==> src/rtl/hbbu_pkg.sv <==
`timescale 1ns / 1ps

package hbbu_pkg;

    localparam int NUM_BINS    = 64;
    localparam int IDX_W       = 6;
    localparam int COUNT_W     = 32;
    localparam int THR_W       = 32;
    localparam int STACK_DEPTH = 7;
    localparam int SP_W        = 3;

    localparam int DATA_W      = 32;
    localparam int PADDR_W     = 3;
    localparam int REG_IDX_W   = PADDR_W - 2;

    localparam logic [THR_W-1:0] THRESHOLD_RESET = THR_W'(2000);

    localparam logic [REG_IDX_W-1:0] REG_SPLIT_THRESHOLD = REG_IDX_W'(0);

    localparam logic CMD_LOAD = 1'b0;
    localparam logic CMD_RUN  = 1'b1;

    typedef struct packed {
        logic [IDX_W-1:0] first;
        logic [IDX_W-1:0] last;
    } bin_range_t;

endpackage

==> src/rtl/histogram_bisection_binning_unit.sv <==
// Histogram rebinning by bisection. A load item (s_cmd = 0) writes one bin count into
// the 64-entry bin store; the store reads as zero after reset. A run item (s_cmd = 1)
// walks the range [s_range_first, s_range_last] depth first, splitting at the floor
// midpoint when the range holds more than one bin, the stack has room and both halves
// each sum (saturating) to at least split_threshold, and returns one result item per
// unsplit leaf, left to right, with m_is_final_leaf on the last. A reversed range
// returns a single leaf flagged bad. s_ready is low for the whole run. Sums are formed
// by one saturating adder fed from the single read port of the bin store, one bin per
// cycle, and each leaf may wait on m_ready. Results sit in an output register, so a
// finished leaf may wait while the next item is taken in.
`timescale 1ns / 1ps

module histogram_bisection_binning_unit (
    input  logic                            aclk,
    input  logic                            aresetn,
    input  logic                            psel,
    input  logic                            penable,
    input  logic                            pwrite,
    input  logic [hbbu_pkg::PADDR_W-1:0]    paddr,
    input  logic [hbbu_pkg::DATA_W-1:0]     pwdata,
    output logic [hbbu_pkg::DATA_W-1:0]     prdata,
    output logic                            pready,
    input  logic                            s_valid,
    output logic                            s_ready,
    input  logic                            s_cmd,
    input  logic [hbbu_pkg::IDX_W-1:0]      s_bin_index,
    input  logic [hbbu_pkg::COUNT_W-1:0]    s_bin_count,
    input  logic [hbbu_pkg::IDX_W-1:0]      s_range_first,
    input  logic [hbbu_pkg::IDX_W-1:0]      s_range_last,
    output logic                            m_valid,
    input  logic                            m_ready,
    output logic [hbbu_pkg::IDX_W-1:0]      m_leaf_first,
    output logic [hbbu_pkg::IDX_W-1:0]      m_leaf_last,
    output logic                            m_is_final_leaf,
    output logic                            m_bad_range
);
    import hbbu_pkg::*;

    typedef enum logic [2:0] {
        ST_IDLE,
        ST_EVAL,
        ST_SUM_L,
        ST_WAIT_L,
        ST_SUM_R,
        ST_WAIT_R,
        ST_EMIT
    } state_t;

    state_t               state_reg;
    logic [THR_W-1:0]     thr_reg;
    logic [IDX_W-1:0]     a_reg;
    logic [IDX_W-1:0]     b_reg;
    logic [IDX_W-1:0]     mid_reg;
    logic [IDX_W-1:0]     idx_reg;
    logic [SP_W-1:0]      sp_reg;
    logic [COUNT_W-1:0]   acc_reg;
    logic                 left_ok_reg;
    logic                 bad_reg;
    logic                 rd_vld_reg;

    logic                 m_valid_reg;
    logic [IDX_W-1:0]     m_first_reg;
    logic [IDX_W-1:0]     m_last_reg;
    logic                 m_final_reg;
    logic                 m_bad_reg;

    logic [COUNT_W-1:0]   bin_mem [NUM_BINS];
    logic [NUM_BINS-1:0]  bin_vld_reg;
    logic [COUNT_W-1:0]   rd_data_reg;
    logic                 rd_hit_reg;

    bin_range_t           stack_mem [STACK_DEPTH];
    bin_range_t           top_entry;

    logic                 s_accept;
    logic                 load_wr;
    logic                 cfg_wr;
    logic                 rd_en;
    logic                 push;
    logic                 out_free;
    logic [IDX_W:0]       mid_sum;
    logic [IDX_W-1:0]     mid;
    logic [COUNT_W-1:0]   rd_word;
    logic [COUNT_W:0]     sum_wide;
    logic [COUNT_W-1:0]   acc_add;
    logic                 half_ok;
    logic [SP_W-1:0]      sp_dec;

    assign pready   = 1'b1;
    assign cfg_wr   = psel && penable && pwrite && pready
                      && (paddr[PADDR_W-1:2] == REG_SPLIT_THRESHOLD);
    assign prdata   = (paddr[PADDR_W-1:2] == REG_SPLIT_THRESHOLD) ? thr_reg : '0;

    assign s_ready  = (state_reg == ST_IDLE);
    assign s_accept = s_valid && s_ready;
    assign load_wr  = s_accept && (s_cmd == CMD_LOAD);

    assign mid_sum  = {1'b0, a_reg} + {1'b0, b_reg};
    assign mid      = mid_sum[IDX_W:1];

    assign rd_en    = (state_reg == ST_SUM_L) || (state_reg == ST_SUM_R);

    // never-written bins read as zero
    assign rd_word  = rd_hit_reg ? rd_data_reg : '0;
    assign sum_wide = {1'b0, acc_reg} + {1'b0, rd_word};
    assign acc_add  = sum_wide[COUNT_W] ? '1 : sum_wide[COUNT_W-1:0];
    assign half_ok  = (acc_add >= thr_reg);

    assign push     = (state_reg == ST_WAIT_R) && left_ok_reg && half_ok;
    assign out_free = !m_valid_reg || m_ready;
    assign sp_dec   = sp_reg - SP_W'(1);
    assign top_entry = stack_mem[sp_dec];

    assign m_valid         = m_valid_reg;
    assign m_leaf_first    = m_first_reg;
    assign m_leaf_last     = m_last_reg;
    assign m_is_final_leaf = m_final_reg;
    assign m_bad_range     = m_bad_reg;

    always_ff @(posedge aclk) begin
        if (load_wr) begin
            bin_mem[s_bin_index] <= s_bin_count;
        end
        if (rd_en) begin
            rd_data_reg <= bin_mem[idx_reg];
            rd_hit_reg  <= bin_vld_reg[idx_reg];
        end
    end

    always_ff @(posedge aclk) begin
        if (!aresetn) begin
            bin_vld_reg <= '0;
        end else if (load_wr) begin
            bin_vld_reg[s_bin_index] <= 1'b1;
        end
    end

    always_ff @(posedge aclk) begin
        if (push) begin
            stack_mem[sp_reg] <= '{first: IDX_W'(mid_reg + IDX_W'(1)), last: b_reg};
        end
    end

    always_ff @(posedge aclk) begin
        if (!aresetn) begin
            state_reg   <= ST_IDLE;
            thr_reg     <= THRESHOLD_RESET;
            sp_reg      <= '0;
            rd_vld_reg  <= 1'b0;
            m_valid_reg <= 1'b0;
        end else begin
            rd_vld_reg <= rd_en;
            // a leaf loaded this cycle keeps the output valid
            if (m_valid_reg && m_ready && !((state_reg == ST_EMIT) && out_free)) begin
                m_valid_reg <= 1'b0;
            end
            if (cfg_wr) begin
                thr_reg <= pwdata;
            end

            case (state_reg)
                ST_IDLE: begin
                    if (s_accept && (s_cmd == CMD_RUN)) begin
                        a_reg  <= s_range_first;
                        b_reg  <= s_range_last;
                        sp_reg <= '0;
                        if (s_range_first > s_range_last) begin
                            bad_reg   <= 1'b1;
                            state_reg <= ST_EMIT;
                        end else begin
                            bad_reg   <= 1'b0;
                            state_reg <= ST_EVAL;
                        end
                    end
                end
                ST_EVAL: begin
                    if ((a_reg < b_reg) && (sp_reg < SP_W'(STACK_DEPTH))) begin
                        mid_reg   <= mid;
                        idx_reg   <= a_reg;
                        acc_reg   <= '0;
                        state_reg <= ST_SUM_L;
                    end else begin
                        state_reg <= ST_EMIT;
                    end
                end
                ST_SUM_L: begin
                    if (rd_vld_reg) begin
                        acc_reg <= acc_add;
                    end
                    if (idx_reg == mid_reg) begin
                        state_reg <= ST_WAIT_L;
                    end else begin
                        idx_reg <= idx_reg + IDX_W'(1);
                    end
                end
                ST_WAIT_L: begin
                    // last left bin lands this cycle
                    left_ok_reg <= half_ok;
                    acc_reg     <= '0;
                    idx_reg     <= mid_reg + IDX_W'(1);
                    state_reg   <= ST_SUM_R;
                end
                ST_SUM_R: begin
                    if (rd_vld_reg) begin
                        acc_reg <= acc_add;
                    end
                    if (idx_reg == b_reg) begin
                        state_reg <= ST_WAIT_R;
                    end else begin
                        idx_reg <= idx_reg + IDX_W'(1);
                    end
                end
                ST_WAIT_R: begin
                    if (push) begin
                        sp_reg    <= sp_reg + SP_W'(1);
                        b_reg     <= mid_reg;
                        state_reg <= ST_EVAL;
                    end else begin
                        state_reg <= ST_EMIT;
                    end
                end
                ST_EMIT: begin
                    if (out_free) begin
                        m_valid_reg <= 1'b1;
                        m_first_reg <= a_reg;
                        m_last_reg  <= b_reg;
                        m_final_reg <= (sp_reg == '0);
                        m_bad_reg   <= bad_reg;
                        if (sp_reg == '0) begin
                            state_reg <= ST_IDLE;
                        end else begin
                            sp_reg    <= sp_dec;
                            a_reg     <= top_entry.first;
                            b_reg     <= top_entry.last;
                            state_reg <= ST_EVAL;
                        end
                    end
                end
                default: begin
                    state_reg <= ST_IDLE;
                end
            endcase
        end
    end

endmodule

==> config.mk <==
export PLATFORM = sky130hd
export DESIGN_NAME = histogram_bisection_binning_unit
export DESIGN_NICKNAME = d
export VERILOG_FILES = /design/src/rtl/hbbu_pkg.sv /design/src/rtl/histogram_bisection_binning_unit.sv
export SDC_FILE = /design/constraint.sdc
export NUM_CORES = 2
export LEC_CHECK = 0
export BUFFER_PORTS_ARGS = -buffer_cell sky130_fd_sc_hd__buf_2
export CORE_MARGIN = 2
export CORE_UTILIZATION = 53
export CTS_BUF_LIST = sky130_fd_sc_hd__clkbuf_4
export DETAILED_ROUTE_END_ITERATION = 16
export GPL_TIMING_DRIVEN = 1
export PLACE_DENSITY = 0.8
export SYNTH_ARGS = -nofsm -noshare
export SYNTH_HDL_FRONTEND = slang
export SYNTH_SLANG_ARGS = --single-unit
==> constraint.sdc <==
create_clock -name aclk -period 6.9 [get_ports aclk]
set_input_delay 1.035 -clock aclk [delete_from_list [all_inputs] [get_ports aclk]]
set_output_delay 1.035 -clock aclk [all_outputs]
set_load 0.005 [all_outputs]
* Word-level counts from Yosys, hierarchy flattened *
Memories as Yosys holds them, arrays and structs flattened. A register that Yosys moved wholly into a read port is not among the register bits.
Index checks and enable logic that the tools add are counted.

operators by class
  $add $sub $neg = 6
  order comparisons = 7
  equal/unequal tests = 18
  multiplexer cells = 45
  bitwise gates (word level) = 3
  reduce and logical (&&, ||, !) cells = 34

operators with widths
  operator                                                                  count
  32-bit 2-to-1 mux                                                         5
  32-bit case mux with 3 select lines                                       1
  64-bit OR                                                                 1
  6-bit 2-to-1 mux                                                          10
  32-bit by 32-bit adder with 33-bit output                                 1
  3-bit 2-to-1 mux                                                          11
  32-bit greater-or-equal comparator                                        1
  6-bit case mux with 4 select lines                                        1
  3-bit case mux with 7 select lines                                        1
  6-bit case mux with 3 select lines                                        1
  5-bit AND reduction                                                       3
  6-bit by 7-bit < comparator with 1-bit output (second input constant)     2
  1-bit logical AND                                                         13
  6-bit by 1-bit adder with 6-bit output (second input constant)            2
  6-bit == test                                                             2
  2-bit inequality test (second input constant)                             6
  6-bit case mux with 2 select lines                                        1
  1-bit 2-to-1 mux                                                          11
  3-bit == test (second input constant)                                     3
  3-bit case mux with 3 select lines                                        1
  3-bit AND reduction                                                       3
  2-bit by 1-bit inequality test with 1-bit output (second input constant)  4
  4-bit AND reduction                                                       2
  6-bit by 6-bit adder with 7-bit output                                    1
  other kinds (20)                                                          26

storage, ports and cells
  register bits = 177
  bits in writable memories = 2132
  input port bits = 93
  output and inout port bits = 49
  word-level logic and storage cells = 133
  memories = 2

memories
  memory     words  bits a word  read ports  clocked after memory_dff  write ports  line                                    text
  bin_mem    64     32           1           1                         1            histogram_bisection_binning_unit.sv:67  logic [COUNT_W-1:0] bin_mem [NUM_BINS];
  stack_mem  7      12           1           0                         1            histogram_bisection_binning_unit.sv:72  bin_range_t stack_mem [STACK_DEPTH];

* Logic depth before layout (Yosys ltp) *
  depth in word-level cells = 8
  gate-level depth with buffers = 24
  mapped depth without buffers = 22

* Worst setup path after synthesis *
No wires, ideal clock.

  path kind = register to register
  start point = register rd_hit_reg
  end point = memory stack_mem[1][0] in the netlist's numbering (enable)
  setup time = 412 ps
  data arrival time = 5415 ps
  required time = 6488 ps
  setup slack = 1072 ps
  stages on the path, launching flop included = 23
  path buffers = 3
  clock period less this slack = 5828 ps
  cell sequence = edfxtp_1 clkbuf_1 and2_1 ha_1 fa_1 a211oi_2 o2111ai_1 a21oi_2 o21ai_2 a31oi_4 o21a_2 o21ai_4 inv_2 clkbuf_1 nand2_1 ha_1 nand2_1 nor4b_1 a21oi_1 a21oi_1 a31oi_1 buf_2 nor4_1

on the way
  longest elaborated chain between the ends = 7

ends and longest elaborated chain
  item                                       line                                     text
  from (decl)                                histogram_bisection_binning_unit.sv:70   logic rd_hit_reg;
  from (signal assigned)                     histogram_bisection_binning_unit.sv:126  rd_hit_reg <= bin_vld_reg[idx_reg];
  32-bit 2-to-1 mux                          histogram_bisection_binning_unit.sv:104  assign rd_word = rd_hit_reg ? rd_data_reg : '0;
  32-bit by 32-bit adder with 33-bit output  histogram_bisection_binning_unit.sv:105  assign sum_wide = {1'b0, acc_reg} + {1'b0, rd_word};
  32-bit 2-to-1 mux                          histogram_bisection_binning_unit.sv:106  assign acc_add = sum_wide[COUNT_W] ? '1 : sum_wide[COUNT_W-1:0];
  net acc_add[7]                             histogram_bisection_binning_unit.sv:85   logic [COUNT_W-1:0] acc_add;
  32-bit greater-or-equal comparator         histogram_bisection_binning_unit.sv:107  assign half_ok = (acc_add >= thr_reg);
  1-bit logical AND                          histogram_bisection_binning_unit.sv:109  assign push = (state_reg == ST_WAIT_R) && left_ok_reg && half_ok;
  1-bit 2-to-1 mux                           histogram_bisection_binning_unit.sv:139  if (push) begin
  1-bit 2-to-1 mux (implied by the code)     histogram_bisection_binning_unit.sv:140  stack_mem[sp_reg] <= '{first: IDX_W'(mid_reg + IDX_W'(1)), last: b_reg};
  to (decl)                                  histogram_bisection_binning_unit.sv:72

The timed path passes the listed nets, and every way through them passes these cells.

* Worst setup path after layout *
  start point = register rd_hit_reg
  end point = register b_reg[5] (enable)

on the way
  longest elaborated chain between the ends = 7

ends and longest elaborated chain
  item                                       line                                     text
  32-bit 2-to-1 mux                          histogram_bisection_binning_unit.sv:104
  32-bit by 32-bit adder with 33-bit output  histogram_bisection_binning_unit.sv:105
  32-bit 2-to-1 mux                          histogram_bisection_binning_unit.sv:106
  net acc_add[9]                             histogram_bisection_binning_unit.sv:85
  32-bit greater-or-equal comparator         histogram_bisection_binning_unit.sv:107
  1-bit logical AND                          histogram_bisection_binning_unit.sv:109
  2-bit inequality test (no source line)     --
  6-bit AND reduction (no source line)       --
  to (signal assigned)                       histogram_bisection_binning_unit.sv:165  b_reg <= s_range_last;
  to (signal assigned)                       histogram_bisection_binning_unit.sv:216  b_reg <= mid_reg;
  to (signal assigned)                       histogram_bisection_binning_unit.sv:234  b_reg <= top_entry.last;
  to (decl)                                  histogram_bisection_binning_unit.sv:52   logic [IDX_W-1:0] b_reg;

The timed path passes the listed nets, and every way through them passes these cells.
A chain may end at the register's enable or synchronous reset.

==> flow_summary.json <==
{
  "status": "completed",
  "coreArea_um2": 173000,
  "r2r_end": "b_reg[5]",
  "hpwl_um": 125000,
  "layout_common_cells": "edfxtp_1, clkbuf_4, mux4_2",
  "crit_arrival_ns": 7.08,
  "min_path_type": "input pin to flip-flop",
  "setup_violations": 0,
  "peakVddDrop_v": 0.000231,
  "synthArstFlopShare_pct": 0,
  "clock_latency_ns": 1.40,
  "root_buffer": "clkbuf_4",
  "r2r-start": "rd_hit_reg",
  "min_to": "bad_reg",
  "whs_ns": 0.151,
  "vias_per_cell": 6.23,
  "cts_buffer_depth": 4,
  "htreeDepth": 6,
  "ant_nets": 0,
  "grt_pass1_vias": 49500,
  "initial_core_util_pct": 53.2,
  "die_area_um2": 178000,
  "cp-start-kind": "flip-flop",
  "first_pass_iters": 6,
  "port_buffers": 138,
  "cts_sinks": 2341,
  "synth-seq-cells": 2341,
  "drt-initial-drc-count": 6391,
  "layout-drive-gt1-share_pct": 35.6,
  "multiInputGateArea_um2": 22400,
  "tightest_slew_ns": 1.27,
  "drc": 0,
  "setup-tns-final_ns": 0,
  "cts_post_setup_buffers_inserted": 0,
  "skew_ns": 0.0891,
  "register_area_um2": 69300,
  "ioPinCount": 142,
  "synth_edf_count": 2237,
  "cap_viol_max_count": 0,
  "clk_pin_slew_ns": 0.06,
  "crit_path_end_kind": "flip-flop",
  "cts_made_buffers": 581,
  "cts-resized-gates": 0,
  "final_hold_viol_count": 0,
  "ctsHoldBuffers": 52,
  "fillerInstances": 11800,
  "layout_commonest_cell": "edfxtp_1",
  "fin_crit_ns": 6.13,
  "grt_use_total_pct": 25.4,
  "fp-row-count": 153,
  "ys.warnings.count": 0,
  "synth_nets": 4497,
  "rrSetupSlack_ns": 0.77,
  "syn-instance-count": 4317,
  "syn_avg_cell_area_um2": 21.4,
  "largest_reg_flops": 2048,
  "ys_types": 73,
  "p_leak_nw": 33.6,
  "rr_worst_depth": 21,
  "grt_pass1_wl_um": 326000,
  "slew_viol_final": 0,
  "finalCritPeriodShare_pct": 88.8,
  "crit_fanout": 32,
  "hold_start": "s_valid",
  "holdPathStages": 3,
  "nNetsFinal": 5170,
  "overflow": 0,
  "power_density_nw_per_um2": 322,
  "fp.dieW_um": 421,
  "tritoncts": "yes",
  "synthToLayoutAreaGrowth_pct": 12.5,
  "synthesis.area_um2": 92300,
  "gp_routability_congestion": 0.880,
  "fp.dieH_um": 421,
  "antenna_found_initial": 30,
  "ys.flop_type": "edfxtp_1",
  "cp.required_ns": 7.86,
  "wl_um": 224000,
  "criticalPathCategory": "flip-flop to flip-flop",
  "wire_per_inst_um": 29.1,
  "rsz0062_at_grt": "no",
  "slew_headroom_pct": 15.6,
  "grt_max_degree": 134,
  "synth_seq_area_share_pct": 75.0,
  "vias": 48000,
  "fmax_mhz": 163
}
where the power goes:
part | internal, mW | leakage [nW] | switching (mW)
combinational | 2.89 | 8.50 | 3.55
sequential | 15.9 | 21.0 | 0.165
clock | 5.67 | 4.13 | 5.31
total | 24.5 | 33.6 | 9.03
metal layers:
layer / GRT usage, % / up-vias / wire length (um) / part of all wire (%)
li1: - / 19600 / - / -
met4: 10.4 / 14 / 8430 / 3.8
met1: 33.1 / 24500 / 78400 / 35
met5: 0 / - / 106 / 0.047
met2: 41.3 / 3331 / 111000 / 50
met3: 6.28 / 566 / 25700 / 11
cells by family after synthesis:
logic type	Yosys count	synth area share (%)
flip-flops	2341	75.0
multiplexers	718	17.3
AND/OR/NAND/NOR	574	2.82
buffers and inverters	279	1.31
AO/OA/AOI/OAI	269	1.87
adder cells (fa/ha/maj)	87	1.20
XOR/XNOR	48	0.455
other	1	0.00406
worst max-delay path, stage by stage, from the launching register on:
cell       delay, ns
edfxtp_1        0.36
buf_4           0.22
and2_1          0.17
ha_1            0.23
fa_1            0.47
a211oi_2        0.29
o2111ai_1       0.20
a21oi_2         0.30
o21ai_2         0.15
a31oi_4         0.26
o21a_2          0.23
o21ai_4         0.19
or2_1           0.30
ha_1            0.29
and4_1          0.21
nor4b_1         0.33
a21oi_1         0.12
a21oi_1         0.37
o31ai_1         0.21
nand2_1         0.12
nor2_1          0.07
nor3_1          0.66
worst max-delay path by stage:
stage | start | slack (ns) | cells past startpoint | to
CTS | rd_hit_reg | 0.76 | 21 | b_reg[5]
global placement | rd_hit_reg | 0.80 | 21 | b_reg[2]
detailed placement | rd_hit_reg | 0.79 | 21 | b_reg[0]
global route | rd_hit_reg | 0.40 | 21 | b_reg[5]
finish | rd_hit_reg | 0.77 | 21 | b_reg[5]
floorplan | rd_hit_reg | 1.07 | 22 | stack_mem[1][0]
synthesized netlist by cell type, types with 3 or more instances:
cell type	number	share of area, %
nand3b_1	4	0.033
clkbuf_1	139	0.57
o21bai_1	6	0.049
a31oi_1	5	0.034
buf_1	26	0.11
edfxtp_1	2237	73
or2_1	7	0.047
o221ai_1	3	0.028
buf_4	26	0.21
nor2b_1	8	0.054
o21a_1	8	0.065
buf_2	20	0.11
a21oi_1	93	0.50
mux4_2	705	17
mux2i_1	13	0.14
buf_6	5	0.061
and3_1	6	0.041
o21ai_1	5	0.027
inv_1	59	0.24
a211oi_1	14	0.11
o21ai_0	47	0.25
and2_1	59	0.40
and4_1	5	0.047
nand3_1	12	0.065
ha_1	85	1.2
or3_1	11	0.075
nand2b_1	23	0.16
nor3b_1	3	0.024
xor2_1	25	0.24
nor4_1	9	0.061
o211ai_1	11	0.089
nand4_1	10	0.068
nor3_1	10	0.054
nand2_1	123	0.50
dfxtp_1	104	2.3
o2111ai_1	3	0.028
a221oi_1	3	0.028
o22ai_1	13	0.088
xnor2_1	23	0.22
nor2_1	277	1.1
a21o_1	25	0.20
o31ai_1	5	0.041
through the flow:
stage	utilization, %	worst slack [ns]	instance area (um^2)	power [mW]	instances
floorplan	-	1.07	92300	20.8	4317
global placement	55.6	0.795	96500	22.6	6680
detailed placement	55.6	0.792	96500	22.8	6680
CTS	59.9	0.764	104000	33.6	7688
global route	59.9	0.404	104000	34.8	7700
finish	59.9	0.775	104000	33.5	7701
final cells by class:
cell class	instances	share of cell area (%)
tap	2325	2.80
clock inverter	129	0.616
multi-input combinational	1697	21.6
clock buffer	827	5.97
inverter	63	0.228
timing repair buffer	306	2.15
sequential	2341	66.6
antenna	13	0.0313
(Power assumes the default switching activity.)
